<file path="config.mk">
export PLATFORM = sky130hd
export DESIGN_NAME = eop_isqrt
export DESIGN_NICKNAME = d
export VERILOG_FILES = /design/src/hdl/eop_pkg.sv /design/src/hdl/eop_isqrt.sv
export SDC_FILE = /design/constraint.sdc
export NUM_CORES = 2
export LEC_CHECK = 0
export CAP_MARGIN = 40
export CORE_MARGIN = 3
export CORE_UTILIZATION = 59
export DETAILED_ROUTE_END_ITERATION = 7
export DONT_BUFFER_PORTS = 1
export PLACE_DENSITY = 0.72
export SKIP_LAST_GASP = 1
export SLEW_MARGIN = 15
export SYNTH_ARGS = -nofsm -noshare
export SYNTH_HDL_FRONTEND = slang
export SYNTH_SLANG_ARGS = --single-unit
</file>
<file path="constraint.sdc">
create_clock -name clock -period 10.05 [get_ports clock]
set_input_delay 2.01 -clock clock [delete_from_list [all_inputs] [get_ports clock]]
set_output_delay 2.01 -clock clock [all_outputs]
set_load 0.02 [all_outputs]
</file>
<file path="src/hdl/eop_pkg.sv">
package eop_pkg;

   localparam int TRIG_W      = 32;
   localparam int DEG_W       = 9;
   localparam int AXIS_W      = 11;
   localparam int COORD_W     = 16;
   localparam int RADIUS_W    = 15;
   localparam int CSR_IDX_W   = 3;
   localparam int CSR_DATA_W  = 16;
   localparam int TAB_LAST    = 90;

   localparam logic [DEG_W-1:0] DEG_QUARTER = 9'd90;
   localparam logic [DEG_W-1:0] DEG_HALF    = 9'd180;
   localparam logic [DEG_W-1:0] DEG_3QUART  = 9'd270;
   localparam logic [DEG_W-1:0] DEG_TURN    = 9'd360;

   localparam logic [CSR_IDX_W-1:0] CSR_SEMI_A   = 3'd0;
   localparam logic [CSR_IDX_W-1:0] CSR_SEMI_B   = 3'd1;
   localparam logic [CSR_IDX_W-1:0] CSR_ROTATION = 3'd2;
   localparam logic [CSR_IDX_W-1:0] CSR_CENTER_X = 3'd3;
   localparam logic [CSR_IDX_W-1:0] CSR_CENTER_Y = 3'd4;

   localparam logic [63:0] Q30_ONE  = 64'd1073741824;
   localparam logic [63:0] PI_Q30   = 64'd3373259426;
   localparam logic [63:0] Q30_HALF = 64'd536870912;

   typedef logic [TRIG_W-1:0] trig_tab_type [0:TAB_LAST];

   typedef struct packed {
      logic signed [TRIG_W-1:0] s;
      logic signed [TRIG_W-1:0] c;
   } trig_pair_type;

   function automatic logic [63:0] q_mul(input logic [63:0] p, input logic [63:0] q);
      return (p * q + Q30_HALF) >> 30;
   endfunction

   // Sine (or cosine when want_cos is set) of 0..90 whole degrees in Q30, built
   // from the octant series. At 45 degrees each table keeps its own series.
   function automatic trig_tab_type build_trig_tab(input bit want_cos);
      trig_tab_type tab;
      logic [63:0]  dd;
      logic [63:0]  x;
      logic [63:0]  x2;
      logic [63:0]  t;
      logic [63:0]  s;
      for (int d = 0; d <= TAB_LAST; d++) begin
         dd = (d <= 45) ? 64'(d) : 64'(TAB_LAST - d);
         x  = (dd * PI_Q30 + 64'd90) / 64'd180;
         x2 = q_mul(x, x);
         t  = Q30_ONE - x2 / 64'd72;
         t  = Q30_ONE - q_mul(x2, t) / 64'd42;
         t  = Q30_ONE - q_mul(x2, t) / 64'd20;
         t  = Q30_ONE - q_mul(x2, t) / 64'd6;
         s  = q_mul(x, t);
         t  = Q30_ONE - x2 / 64'd90;
         t  = Q30_ONE - q_mul(x2, t) / 64'd56;
         t  = Q30_ONE - q_mul(x2, t) / 64'd30;
         t  = Q30_ONE - q_mul(x2, t) / 64'd12;
         t  = Q30_ONE - q_mul(x2, t) / 64'd2;
         tab[d] = ((d <= 45) != want_cos) ? s[TRIG_W-1:0] : t[TRIG_W-1:0];
      end
      return tab;
   endfunction

   localparam trig_tab_type SIN_TAB = build_trig_tab(1'b0);
   localparam trig_tab_type COS_TAB = build_trig_tab(1'b1);

   // Signed Q30 sine and cosine of deg in 0..359.
   function automatic trig_pair_type deg_trig(input logic [DEG_W-1:0] deg);
      trig_pair_type     res;
      logic [DEG_W-1:0]  r;
      logic [1:0]        q;
      logic signed [TRIG_W-1:0] sv;
      logic signed [TRIG_W-1:0] cv;
      if (deg < DEG_QUARTER) begin
         q = 2'd0; r = deg;
      end else if (deg < DEG_HALF) begin
         q = 2'd1; r = deg - DEG_QUARTER;
      end else if (deg < DEG_3QUART) begin
         q = 2'd2; r = deg - DEG_HALF;
      end else begin
         q = 2'd3; r = deg - DEG_3QUART;
      end
      sv = $signed(SIN_TAB[r[6:0]]);
      cv = $signed(COS_TAB[r[6:0]]);
      unique case (q)
         2'd0: begin res.s = sv;  res.c = cv;  end
         2'd1: begin res.s = cv;  res.c = -sv; end
         2'd2: begin res.s = -sv; res.c = -cv; end
         default: begin res.s = -cv; res.c = sv; end
      endcase
      return res;
   endfunction

endpackage

</file>
<file path="src/hdl/eop_isqrt.sv">
module eop_isqrt import eop_pkg::*; #(
   parameter int D_W    = 56,
   parameter int SIDE_W = 8
) (
   input  logic                 clock,
   input  logic                 reset,
   input  logic                 en,
   input  logic                 in_valid,
   input  logic [D_W-1:0]       in_d,
   input  logic [SIDE_W-1:0]    in_side,
   output logic                 out_valid,
   output logic [D_W/2-1:0]     out_root,
   output logic [SIDE_W-1:0]    out_side
);

   localparam int R_W = D_W / 2;

   logic              v_ff    [1:R_W];
   logic [R_W+1:0]    rem_ff  [1:R_W];
   logic [R_W-1:0]    root_ff [1:R_W];
   logic [D_W-1:0]    dsh_ff  [1:R_W];
   logic [SIDE_W-1:0] side_ff [1:R_W];

   // One result bit per stage, two radicand bits consumed per stage.
   for (genvar k = 1; k <= R_W; k++) begin : g_stage
      logic              v_pre;
      logic [R_W+1:0]    rem_pre;
      logic [R_W-1:0]    root_pre;
      logic [D_W-1:0]    dsh_pre;
      logic [SIDE_W-1:0] side_pre;
      logic [R_W+1:0]    rem_sh;
      logic [R_W+1:0]    trial;

      if (k == 1) begin : g_first
         assign v_pre    = in_valid;
         assign rem_pre  = '0;
         assign root_pre = '0;
         assign dsh_pre  = in_d;
         assign side_pre = in_side;
      end else begin : g_next
         assign v_pre    = v_ff[k-1];
         assign rem_pre  = rem_ff[k-1];
         assign root_pre = root_ff[k-1];
         assign dsh_pre  = dsh_ff[k-1];
         assign side_pre = side_ff[k-1];
      end

      assign rem_sh = {rem_pre[R_W-1:0], dsh_pre[D_W-1:D_W-2]};
      assign trial  = {root_pre, 2'b01};

      always_ff @(posedge clock) begin
         if (reset) begin
            v_ff[k] <= 1'b0;
         end else if (en) begin
            v_ff[k] <= v_pre;
         end
      end

      always_ff @(posedge clock) begin
         if (en) begin
            dsh_ff[k]  <= dsh_pre << 2;
            side_ff[k] <= side_pre;
            if (rem_sh >= trial) begin
               rem_ff[k]  <= rem_sh - trial;
               root_ff[k] <= {root_pre[R_W-2:0], 1'b1};
            end else begin
               rem_ff[k]  <= rem_sh;
               root_ff[k] <= {root_pre[R_W-2:0], 1'b0};
            end
         end
      end
   end

   assign out_valid = v_ff[R_W];
   assign out_root  = root_ff[R_W];
   assign out_side  = side_ff[R_W];

endmodule

</file>
# Word-level counts from Yosys, hierarchy flattened
# Memories as Yosys holds them, arrays and structs flattened.
# Cells that the tools add are included.
[op_classes] order_cmp=28 addsub=28 n_mux=258 n_bitwise=84
[ops] operator="$mux 30" count=28
[ops] operator="$ge 30x30->1" count=27
[ops] operator="$sub 30x30->30" count=27
[ops] operator="$mux 28" count=28
[ops] operator="$mux 1" count=202
[ops] operator="$or 1x1->1" count=84
[ops] operator="$sub 2x1->3 const B" count=1
[ops] operator="$ge 2x1->1 const B" count=1
[totals] ramBits=3388 reg_bits=0 output_inout_bits=37 input_bits=68 n_memories=5
[mem_list] memory="dsh_ff" depth=28 width=54 read_ports=27 rd_clocked_by_memory_dff=0 wr=28 line_no="eop_isqrt.sv:21" source="logic [D_W-1:0] dsh_ff [1:R_W];"
[mem_list] memory="rem_ff" depth=28 width=30 read_ports=27 rd_clocked_by_memory_dff=0 wr=28 line_no="eop_isqrt.sv:19" source="logic [R_W+1:0] rem_ff [1:R_W];"
[mem_list] memory="root_ff" depth=28 width=28 read_ports=28 rd_clocked_by_memory_dff=0 wr=28 line_no="eop_isqrt.sv:20" source="logic [R_W-1:0] root_ff [1:R_W];"
[mem_list] memory="side_ff" depth=28 width=8 read_ports=28 rd_clocked_by_memory_dff=0 wr=28 line_no="eop_isqrt.sv:22" source="logic [SIDE_W-1:0] side_ff [1:R_W];"
[mem_list] memory="v_ff" depth=28 width=1 read_ports=28 rd_clocked_by_memory_dff=0 wr=28 line_no="eop_isqrt.sv:18" source="logic v_ff [1:R_W];"

# Longest topological paths before layout
# An unclocked memory read counts as a cell.
[depth] ltp_word=6 mapped_depth=14 depth_no_buf=12

# Worst setup path before layout
# Ideal clock, no wire load.
[synth_path] kind="input port to flip-flop" startpoint="input en" endpoint="register rem_ff[1][270] (netlist name)" setup_ns=0.429 slack_ns=5.126 arrival_ns=4.495 required_ns=9.621 cell_stages=5 path_cell_list="clkbuf_1 clkbuf_1 clkbuf_1 clkbuf_1 clkbuf_1"
[synth_lines] item="start: declaration" line_no="eop_isqrt.sv:7" source="input logic en,"

==> reports/metrics.yaml <==
p_int_uw: 17460
vias: 54300
yosysUniqueCellTypes: 78
yosys_warnings: 0
post_cts.repair.setup_buffers: 0
crit_type: "input port to flop"
drc: 0
rrSetupSlack_ps: 5510
synth_compound_area_share_pct: 8.746
crit_required_ps: 10630
routedWlPerCell_um: 18.57
endpoint_kind: "flop"
synth_edf_count: 2133
synth_top_family_by_area: "simple AND/OR/NAND/NOR gates"
numPortBuffers: 0
clock_latency_ps: 860
path_max_fanout: 226
cp_slowest_cell: "or4b_2"
post-route-min-period_ps: 6392
ant_nets: 0
grt_max_degree: 274
power.switching_uw: 6331
grt_usage_pct: 21.09
cts-htree-levels: 4
cap_violations: 0
dieArea_um2: 166900
dieWidth_um: 408.6
setup_viol: 0
syn_area_um2: 95620
clock_path_buffers: 3
relSlewSlack_pct: 16.84
cts-buffers-inserted: 210
drive_gt1_share_pct: 6.826
syn_avg_cell_area_um2: 13.47
rsz0062_at_grt: "false"
stdcell_count: 9514
vias_per_cell: 5.707
globalRoute.totalOverflow: 0
ctsHoldBuffers: 0
p_total_uw: 23790
synth_mux_area_share_pct: 1.178
synthesis.nets: 7603
clock-sinks: 2133
crit_path_end: "rem_ff[1][163]"
num-nets-final: 7678
ctsResizeCount: 0
drtIter0Drc: 4598
dp.cells: 9118
hp-class: "flop to flop"
num_io_pins: 105
core_region_area_um2: 160800
grt_pass1_vias: 52620
crit_buf_inv: 5
antennaDiodeCount: 0
startpoint_type: "input port"
crit_chain: "buf_16 > buf_16 > buf_16 > buf_16 > or4b_2 > a31o_2 > or4_1 > nor4b_2 > buf_4 > mux2_2"
cts_root_buf: "clkbuf_16"
start_util_pct: 59.48
r2r-end: "rem_ff[0][231]"
final_core_util_pct: 65.52
cp.depth: 10
p_seq_share_pct: 49.5
grt_pass1_wl_um: 282400
max_stage_delay_ps: 630
die_h_um: 408.6
finalWeightedCongestion: 0.9138
powerDensity_nw_per_um2: 225.8
critical_path_arrival_ps: 6970
synth_xor_area_share_pct: 5.368
power_frac_comb_pct: 17.2
cts_tree: "built"
worst_pin_slew_ps: 1247
status: "finished clean"
reg2regPathDepth: 10
synth-adder-area-share_pct: 5.718
synth-main-ff-cell: "edfxtp_1"
cp_common_cell: "buf_16"
regToRegStartpoint: "rem_ff[0][195]"
yosys.area_share.simple_pct: 9.160
area_growth_pct: 10.16
synthArstFlopShare_pct: 0
dp_hpwl_um: 122200
fin_crit_sh_pct: 63.60
switching_share_pct: 26.61
worst_ir_drop_vdd_mv: 0.2050
routed_wirelength_um: 176700
clkPwrFrac_pct: 33.3
fin_setup_tns_ps: 0
synthCells: 7098
antenna_found_initial: 2
startpoint: "en"
hold_viol: 0
power.leakage_uw: 0.03973
synth_seq_area_share_pct: 66.99
drt-pass1-iter-count: 6
row_count: 147
synth-seq-cells: 2133
slew_violations: 0
fmax_ghz: 0.1564
clk_pin_slew_ps: 60
cp_top_family: "buffers and inverters"
finClkSkew_ps: 42.57
[synthesized netlist by cell type (all sizes together) (11+ instances only)]
cell	n	area (µm²)
nand4	61	387.9
a31oi	43	269.0
mux2i	18	180.2
a2111oi	17	167.7
and3	36	225.2
nand4b	16	140.1
inv	549	2061
nand3b	14	105.1
o21ai	379	1897
a211oi	41	307.8
clkbuf	168	630.6
nor2b	57	356.6
nor4b	21	183.9
nand2b	99	619.3
nor3b	19	142.6
xnor2	306	2680
or4	28	214.0
mux2	84	945.9
a311oi	12	105.1
or2	31	193.9
and4	12	105.1
a21boi	14	105.1
a21o	164	1231
nor4	85	531.8
xor2	280	2452
o31ai	38	285.3
and2	40	250.2
o21bai	38	285.3
a21oi	387	1937
ha	437	5468
edfxtp	2133	64050
o31a	11	96.34
a41oi	11	96.34
nand3	112	560.5
or3	63	399.1
o21a	72	540.5
o211ai	29	217.7
nor3	161	805.8
nor2	380	1426
nand2	514	1929
[cell type report]
cell class	count	area [µm²]
Clock inverter	148	1669
Inverter	551	2068
Fill cell	11610	55420
Timing Repair Buffer	35	539.3
Sequential cell	2133	64050
Multi-Input combinational cell	4242	28890
Clock buffer	245	5408
Tap cell	2160	2703
[through the flow]
step                instance area (µm²)  worst slack, ps  hold WS (ps)
floorplan                         95620             5126         400.3
global placement                  98100             2565         400.2
global route                     105300             3373         407.6
detailed placement                98170             2455         404.5
CTS                              105200             3364         396.8
finish                           105300             3658         394.1
[layout by cell type (no fill, tap or decap), types with 112 or more instances in the layout]
cell	instances
nor3_1	160
nand3_1	112
xnor2_1	306
nand2_1	514
nor2_1	380
edfxtp_1	2133
o21ai_0	378
inv_1	547
a21o_1	164
ha_1	437
clkbuf_16	211
a21oi_1	386
xor2_1	280
[cells by family after synthesis]
family | after synthesis
flip-flops | 2133
XOR/XNOR | 586
adder cells (fa/ha/maj) | 437
AND/OR/NAND/NOR | 1768
buffers and inverters | 723
multiplexers | 102
AO/OA/AOI/OAI | 1349
[flip-flops by register name (all words and copies together), names as in the netlist]
signal and count:
v_ff 28, side_ff 224, root_ff 406, dsh_ff 756, rem_ff 719
[worst min path at each step]
stage	start	to	depth (start not counted)
floorplan	dsh_ff[0][54]	dsh_ff[0][110]	0
global placement	dsh_ff[0][168]	dsh_ff[0][224]	0
detailed placement	dsh_ff[0][78]	dsh_ff[0][134]	0
CTS	dsh_ff[0][358]	dsh_ff[0][414]	0
global route	dsh_ff[0][125]	dsh_ff[0][181]	0
finish	dsh_ff[0][691]	dsh_ff[0][747]	0
[per-layer routing]
metal	vias up	global-route usage [%]	part of all wire [%]
met3	303	3.069	4.3
met5	-	0	0.011
met4	2	6.235	2.5
li1	26440	-	-
met1	26250	28.59	44
met2	1301	35.65	49
[power by group through the flow]
stage	Combinational [µW]	Sequential (µW)	Clock (µW)
floorplan	3160	11600	0
global route	4570	11900	8520
finish	4080	11800	7930
CTS	4060	11800	8140
global placement	3950	12000	0
detailed placement	4030	12000	0
Note: power is estimated with default switching activity, not from simulation.
