[config.mk]
export PLATFORM = sky130hd
export DESIGN_NAME = eop_rdiv
export DESIGN_NICKNAME = d
export VERILOG_FILES = /design/src/hdl/eop_pkg.sv /design/src/hdl/eop_rdiv.sv
export SDC_FILE = /design/constraint.sdc
export NUM_CORES = 2
export LEC_CHECK = 0
export ABC_AREA = 1
export BUFFER_PORTS_ARGS = -buffer_cell sky130_fd_sc_hd__buf_2
export CORE_ASPECT_RATIO = 2
export CORE_MARGIN = 3
export CORE_UTILIZATION = 57
export DETAILED_ROUTE_END_ITERATION = 16
export PLACE_DENSITY = 0.73
export REMOVE_ABC_BUFFERS = 1
export SLEW_MARGIN = 0
export SYNTH_ARGS = -nofsm -noshare
export SYNTH_HDL_FRONTEND = slang
export SYNTH_SLANG_ARGS = --single-unit
export TNS_END_PERCENT = 20
[constraint.sdc]
create_clock -name clock -period 4.22 [get_ports clock]
set_input_delay 1.266 -clock clock [delete_from_list [all_inputs] [get_ports clock]]
set_output_delay 1.266 -clock clock [all_outputs]
set_load 0.01 [all_outputs]
[src/hdl/eop_pkg.sv]
package eop_pkg;

   localparam int TRIG_W      = 32;
   localparam int DEG_W       = 9;
   localparam int AXIS_W      = 11;
   localparam int COORD_W     = 16;
   localparam int RADIUS_W    = 15;
   localparam int CSR_IDX_W   = 3;
   localparam int CSR_DATA_W  = 16;
   localparam int TAB_LAST    = 90;

   localparam logic [DEG_W-1:0] DEG_QUARTER = 9'd90;
   localparam logic [DEG_W-1:0] DEG_HALF    = 9'd180;
   localparam logic [DEG_W-1:0] DEG_3QUART  = 9'd270;
   localparam logic [DEG_W-1:0] DEG_TURN    = 9'd360;

   localparam logic [CSR_IDX_W-1:0] CSR_SEMI_A   = 3'd0;
   localparam logic [CSR_IDX_W-1:0] CSR_SEMI_B   = 3'd1;
   localparam logic [CSR_IDX_W-1:0] CSR_ROTATION = 3'd2;
   localparam logic [CSR_IDX_W-1:0] CSR_CENTER_X = 3'd3;
   localparam logic [CSR_IDX_W-1:0] CSR_CENTER_Y = 3'd4;

   localparam logic [63:0] Q30_ONE  = 64'd1073741824;
   localparam logic [63:0] PI_Q30   = 64'd3373259426;
   localparam logic [63:0] Q30_HALF = 64'd536870912;

   typedef logic [TRIG_W-1:0] trig_tab_type [0:TAB_LAST];

   typedef struct packed {
      logic signed [TRIG_W-1:0] s;
      logic signed [TRIG_W-1:0] c;
   } trig_pair_type;

   function automatic logic [63:0] q_mul(input logic [63:0] p, input logic [63:0] q);
      return (p * q + Q30_HALF) >> 30;
   endfunction

   // Sine (or cosine when want_cos is set) of 0..90 whole degrees in Q30, built
   // from the octant series. At 45 degrees each table keeps its own series.
   function automatic trig_tab_type build_trig_tab(input bit want_cos);
      trig_tab_type tab;
      logic [63:0]  dd;
      logic [63:0]  x;
      logic [63:0]  x2;
      logic [63:0]  t;
      logic [63:0]  s;
      for (int d = 0; d <= TAB_LAST; d++) begin
         dd = (d <= 45) ? 64'(d) : 64'(TAB_LAST - d);
         x  = (dd * PI_Q30 + 64'd90) / 64'd180;
         x2 = q_mul(x, x);
         t  = Q30_ONE - x2 / 64'd72;
         t  = Q30_ONE - q_mul(x2, t) / 64'd42;
         t  = Q30_ONE - q_mul(x2, t) / 64'd20;
         t  = Q30_ONE - q_mul(x2, t) / 64'd6;
         s  = q_mul(x, t);
         t  = Q30_ONE - x2 / 64'd90;
         t  = Q30_ONE - q_mul(x2, t) / 64'd56;
         t  = Q30_ONE - q_mul(x2, t) / 64'd30;
         t  = Q30_ONE - q_mul(x2, t) / 64'd12;
         t  = Q30_ONE - q_mul(x2, t) / 64'd2;
         tab[d] = ((d <= 45) != want_cos) ? s[TRIG_W-1:0] : t[TRIG_W-1:0];
      end
      return tab;
   endfunction

   localparam trig_tab_type SIN_TAB = build_trig_tab(1'b0);
   localparam trig_tab_type COS_TAB = build_trig_tab(1'b1);

   // Signed Q30 sine and cosine of deg in 0..359.
   function automatic trig_pair_type deg_trig(input logic [DEG_W-1:0] deg);
      trig_pair_type     res;
      logic [DEG_W-1:0]  r;
      logic [1:0]        q;
      logic signed [TRIG_W-1:0] sv;
      logic signed [TRIG_W-1:0] cv;
      if (deg < DEG_QUARTER) begin
         q = 2'd0; r = deg;
      end else if (deg < DEG_HALF) begin
         q = 2'd1; r = deg - DEG_QUARTER;
      end else if (deg < DEG_3QUART) begin
         q = 2'd2; r = deg - DEG_HALF;
      end else begin
         q = 2'd3; r = deg - DEG_3QUART;
      end
      sv = $signed(SIN_TAB[r[6:0]]);
      cv = $signed(COS_TAB[r[6:0]]);
      unique case (q)
         2'd0: begin res.s = sv;  res.c = cv;  end
         2'd1: begin res.s = cv;  res.c = -sv; end
         2'd2: begin res.s = -sv; res.c = -cv; end
         default: begin res.s = -cv; res.c = sv; end
      endcase
      return res;
   endfunction

endpackage

[src/hdl/eop_rdiv.sv]
module eop_rdiv import eop_pkg::*; #(
   parameter int N_W    = 43,
   parameter int DEN_W  = 28,
   parameter int Q_W    = 16,
   parameter int SIDE_W = 8
) (
   input  logic                 clock,
   input  logic                 reset,
   input  logic                 en,
   input  logic                 in_valid,
   input  logic [N_W-1:0]       in_num,
   input  logic [DEN_W-1:0]     in_den,
   input  logic [SIDE_W-1:0]    in_side,
   output logic                 out_valid,
   output logic [Q_W-1:0]       out_quo,
   output logic [SIDE_W-1:0]    out_side
);

   localparam int C_W = (DEN_W + Q_W > N_W) ? DEN_W + Q_W : N_W;

   logic              v_ff    [1:Q_W];
   logic [C_W-1:0]    rem_ff  [1:Q_W];
   logic [DEN_W-1:0]  den_ff  [1:Q_W];
   logic [Q_W-1:0]    quo_ff  [1:Q_W];
   logic [SIDE_W-1:0] side_ff [1:Q_W];

   // Restoring division, one quotient bit per stage, most significant first.
   for (genvar k = 1; k <= Q_W; k++) begin : g_stage
      logic              v_pre;
      logic [C_W-1:0]    rem_pre;
      logic [DEN_W-1:0]  den_pre;
      logic [Q_W-1:0]    quo_pre;
      logic [SIDE_W-1:0] side_pre;
      logic [C_W-1:0]    den_sh;

      if (k == 1) begin : g_first
         assign v_pre    = in_valid;
         assign rem_pre  = C_W'(in_num);
         assign den_pre  = in_den;
         assign quo_pre  = '0;
         assign side_pre = in_side;
      end else begin : g_next
         assign v_pre    = v_ff[k-1];
         assign rem_pre  = rem_ff[k-1];
         assign den_pre  = den_ff[k-1];
         assign quo_pre  = quo_ff[k-1];
         assign side_pre = side_ff[k-1];
      end

      assign den_sh = C_W'(den_pre) << (Q_W - k);

      always_ff @(posedge clock) begin
         if (reset) begin
            v_ff[k] <= 1'b0;
         end else if (en) begin
            v_ff[k] <= v_pre;
         end
      end

      always_ff @(posedge clock) begin
         if (en) begin
            den_ff[k]  <= den_pre;
            side_ff[k] <= side_pre;
            if (rem_pre >= den_sh) begin
               rem_ff[k] <= rem_pre - den_sh;
               quo_ff[k] <= quo_pre | (Q_W'(1) << (Q_W - k));
            end else begin
               rem_ff[k] <= rem_pre;
               quo_ff[k] <= quo_pre;
            end
         end
      end
   end

   assign out_valid = v_ff[Q_W];
   assign out_quo   = quo_ff[Q_W];
   assign out_side  = side_ff[Q_W];

endmodule
==> key figures, run 1 <==
Clocking
  – CTS sink count: 1360
  – Clk buf depth: 3
  – CTS resizes: 0
  – CTS H-tree lvls: 3
  – Postcts setup bufs: 0
  – Num CTS Buffers: 117
  – Hold Buf Count CTS: 0
  – Clock root cell: clkbuf_16

Place
  – Number of buffers added on ports: 107
  – Cell area after placement: 0.08900 mm2
  – DP Wirelength: 329400 um
  – Final estimated routing congestion in global placement: 1.206

Global route
  – Gr usage total: 74.82%
  – First-pass GRT wire length: 869900 um
  – GRT overflow: 4338
  – Number of global-route vias before repair: 102300
  – Largest net degree at the start of global routing: 168

Synthesis
  – Syn avg cell area: 7.981 um2
  – Synthesis-stage register bit count: 1360
  – Post-synth top area share: 47.96%
  – Ranking of synthesized cells by area: edfxtp_1 (48%), nand2_1 (15%), inv_1 (8.3%)
  – Top post-synthesis cells by count: nand2_1 (3478), inv_1 (1890), edfxtp_1 (1360), nor2_1 (964), nand3_1 (696)
  – Synth warn: 0
  – Part of the Yosys area used for sequential elements: 47.96%
  – Largest area contributor in the netlist: edfxtp_1
  – Synth unique cells: 49
  – Mapped Area: 0.08515 mm2
  – Post-synth EDFFs: 1360
  – Syn Inst Count: 10670
  – Asr flop ratio synth: 0%
  – Most frequent cell after synthesis: nand2_1
  – Top_reg_cell synth: edfxtp_1

Floorplan
  – IO Count: 108
  – Standard-cell rows: 200
  – Initial core utilization: 57.38%
  – Die height: 552.6 um
  – Die Width: 279.3 um

Outcome
  – Stop err: [ERROR GRT-0116] Global routing finished with congestion. Check the congestion regions in the DRC Viewer.
  – Status: stopped before the end
  – Last step reached: global routing (5_1_grt)
-- routing by layer --
metal / overflow / track usage, %
met5: 8 / 15.16
met1: 56 / 68.24
met4: 921 / 81.59
met2: 3284 / 100.8
met3: 69 / 53.45
-- stage by stage --
step / setup WS [ns] / std cells / utilization, %
2_1_floorplan: 0.4579 / 10550 / -
3_3_place_gp: 0.4326 / 12760 / 59.98
3_5_place_dp: 0.4240 / 12760 / 59.98
4_1_cts: 0.5561 / 12980 / 62.75
-- cell families after synthesis --
logic type / synth area share (%)
AND/OR/NAND/NOR: 27.36
adder cells (fa/ha/maj): 6.936
XOR/XNOR: 2.746
AO/OA/AOI/OAI: 5.794
buffers and inverters: 9.199
flip-flops: 47.96
==> run 2, diff against run 1 <==
--- a/config.mk
+++ b/config.mk
@@ -7,11 +7,10 @@
 export LEC_CHECK = 0
 export ABC_AREA = 1
 export BUFFER_PORTS_ARGS = -buffer_cell sky130_fd_sc_hd__buf_2
-export CORE_ASPECT_RATIO = 2
 export CORE_MARGIN = 3
-export CORE_UTILIZATION = 57
+export CORE_UTILIZATION = 40
 export DETAILED_ROUTE_END_ITERATION = 16
-export PLACE_DENSITY = 0.73
+export PLACE_DENSITY_LB_ADDON = 0.15
 export REMOVE_ABC_BUFFERS = 1
 export SLEW_MARGIN = 0
 export SYNTH_ARGS = -nofsm -noshare
==> key figures, run 2 <==
Outcome
  – Status: complete, no violations

Clocking
  – CTS sink count: 1360
  – Worst-path clk slew: 0.06 ns
  – Clock root cell: clkbuf_16
  – Hold Buf Count CTS: 0
  – CTS H-tree lvls: 4
  – Clk buf depth: 3
  – CTS tree: yes
  – Postcts setup bufs: 0
  – Clk_lat worst skew: 0.84 ns
  – CTS resizes: 0
  – Num CTS Buffers: 160

Drt
  – Vias/cell: 5.136
  – DR vias: 71060
  – WL/cell: 22.26 um
  – DR DRC count: 0
  – Antenna Violating Nets Remaining: 0
  – Initial DRC count: 6134
  – DRT Wirelength: 307900 um
  – DRT Pass-1 Iters: 6

Synthesis
  – Synth warn: 0
  – Asr flop ratio synth: 0%
  – Mapped Area: 0.08515 mm2
  – Synthesis-stage register bit count: 1360
  – Post-synth EDFFs: 1360
  – Syn Inst Count: 10670
  – Syn avg cell area: 7.981 um2
  – Most frequent cell after synthesis: nand2_1
  – Largest area contributor in the netlist: edfxtp_1
  – Top_reg_cell synth: edfxtp_1
  – Top post-synthesis cells by count: nand2_1 (3478), inv_1 (1890), edfxtp_1 (1360), nor2_1 (964), nand3_1 (696)
  – Part of the Yosys area used for sequential elements: 47.96%
  – Synth unique cells: 49
  – Post-synth top area share: 47.96%
  – Ranking of synthesized cells by area: edfxtp_1 (48%), nand2_1 (15%), inv_1 (8.3%)

Worst setup path
  – Worst setup SP type: flip-flop
  – Worst endpoint required time: 4.75 ns
  – Critical path class: reg -> reg
  – CP Capture Type: flip-flop
  – Crit Path Max Fanout: 33
  – WP data arrival: 3.99 ns

Timing
  – Slew margin rel.: 24.52%
  – Skew final: 0.04754 ns
  – Final setup viols: 0
  – Tcrit/Tclk final: 82.00%
  – Setup ws final: 0.7596 ns
  – Max Fclk: 289.0 MHz
  – Tightest Pin Transition: 1.132 ns
  – Final hold viol count: 0
  – Final Max Slew Viols: 0
  – RSZ-0062 raised after global routing: false
  – Final Critical Period: 3.460 ns
  – Final TNS setup: 0 ns

Layout
  – Area taken by multi-input logic gates: 0.03649 mm2
  – NumNets Final: 11440
  – Most common cell after layout, fill and taps aside: nand2_1
  – Max reg flops: 660
  – Post-Route Utilization: 44.97%
  – Sequential cell area: 0.04084 mm2
  – Non-Filler Instances: 13840
  – Leading cell types in the layout, fill and taps excluded: nand2_1 (3478), inv_1 (1890), edfxtp_1 (1360)
  – Share of cells above drive strength 1: 4.952%
  – P&R area growth vs syn: 11.24%
  – Fill cells: 21330
  – Regs by FF count: rem_ff (660), den_ff (420), quo_ff (136)
  – Largest register by flop count: rem_ff

Global route
  – First-pass GRT wire length: 451800 um
  – Gr usage total: 27.93%
  – Largest net degree at the start of global routing: 174
  – Number of global-route vias before repair: 69060
  – GRT overflow: 0
  – Initial antenna violation count: 4

Power and ir drop
  – Pwr dens: 654.4 mW/mm2
  – Leak Pwr: 0.04402 uW
  – Sw power: 26710 uW
  – Gate power share: 42.1%
  – Internal power: 35280 uW
  – Clk pwr share: 23.3%
  – Peak VDD IR: 0.0004629 V
  – Switch share: 43.09%
  – Seq pwr share: 34.7%

Floorplan
  – Die Width: 467.4 um
  – Die height: 467.4 um
  – Initial core utilization: 40.43%
  – IO Count: 108
  – Standard-cell rows: 168
  – Placeable Area: 0.2106 mm2
  – Die area: 0.2184 mm2

Place
  – Dpl cells: 13540
  – Number of buffers added on ports: 107
  – DP Wirelength: 253800 um
  – Final estimated routing congestion in global placement: 0.9635
  – Dpl ws: 0.5339 ns

Flow run
  – # Max-Cap Violations: 0

Min path
  – Hold Crit Class: reg -> reg
==> run 2: layer usage <==
metal / track usage (%) / wire (um) / up-vias
li1: - / - / 34930
met2: 47.18 / 146100 / 2103
met3: 3.067 / 14240 / 492
met4: 11.93 / 14930 / 2
met1: 36.32 / 132600 / 33530
met5: 0 / 13 / -
==> run 2: worst paths after layout <==
kind	startpoint	to	slack, ns	cells after the start
max	den_ff[0][339]	rem_ff[0][579]	0.76	13
max reg2reg	den_ff[0][339]	rem_ff[0][579]	0.76	13
min	side_ff[1][18]	side_ff[1][26]	0.40	0
min reg2reg	side_ff[1][18]	side_ff[1][26]	0.40	0
==> run 2: logic make-up (layout without fill, tap and decap cells) <==
kind of cell,Yosys count,after routing,share of synthesized area [%]
other cells,0,5,0
compound gates,935,935,5.794
buf+inv,2016,2373,9.199
xor+xnor,267,267,2.746
fa+ha+maj,463,463,6.936
flops,1360,1360,47.96
simple gates,5628,5628,27.36
==> run 2: critical path: stages, from the launching register on <==
cell      delay (ns)
edfxtp_1        0.56
inv_1           0.09
ha_1            0.40
nand2_1         0.19
nor2_1          0.24
nand3_1         0.11
nand3_1         0.28
nand2_1         0.18
nand3_2         0.12
nand2_1         0.10
nand2_4         0.38
inv_4           0.24
nand2_1         0.11
nand2_1         0.13
==> run 2: power groups by stage <==
stage	clock network (uW)	logic (uW)	registers, uW
4_1_cts	14800	25900	21500
3_3_place_gp	0	25800	21900
6_report	14400	26100	21500
5_1_grt	15300	29400	21600
3_5_place_dp	0	25800	21800
2_1_floorplan	0	17900	19800
==> run 2: layout make-up <==
| class | count | area share (%) |
|---|---|---|
| sequential | 1360 | 43.11 |
| multi-input combinational | 7293 | 38.53 |
| inverter | 1899 | 7.528 |
| timing repair buffer | 181 | 1.313 |
| tap | 2805 | 3.705 |
| clock buffer | 185 | 4.348 |
| antenna | 5 | 0.01321 |
| clock inverter | 108 | 1.452 |
==> run 2: metrics by stage <==
| step | cell area [um2] | hold WS (ns) | total power, uW |
|---|---|---|---|
| after floorplan | 84450 | 0.4003 | 37660 |
| after global placement | 89210 | 0.4003 | 47650 |
| after detailed placement | 89220 | 0.4045 | 47520 |
| after CTS | 94710 | 0.3958 | 62210 |
| after global routing | 94710 | 0.4014 | 66300 |
| final | 94720 | 0.4021 | 61980 |
Power figures use the tool's default switching activity.
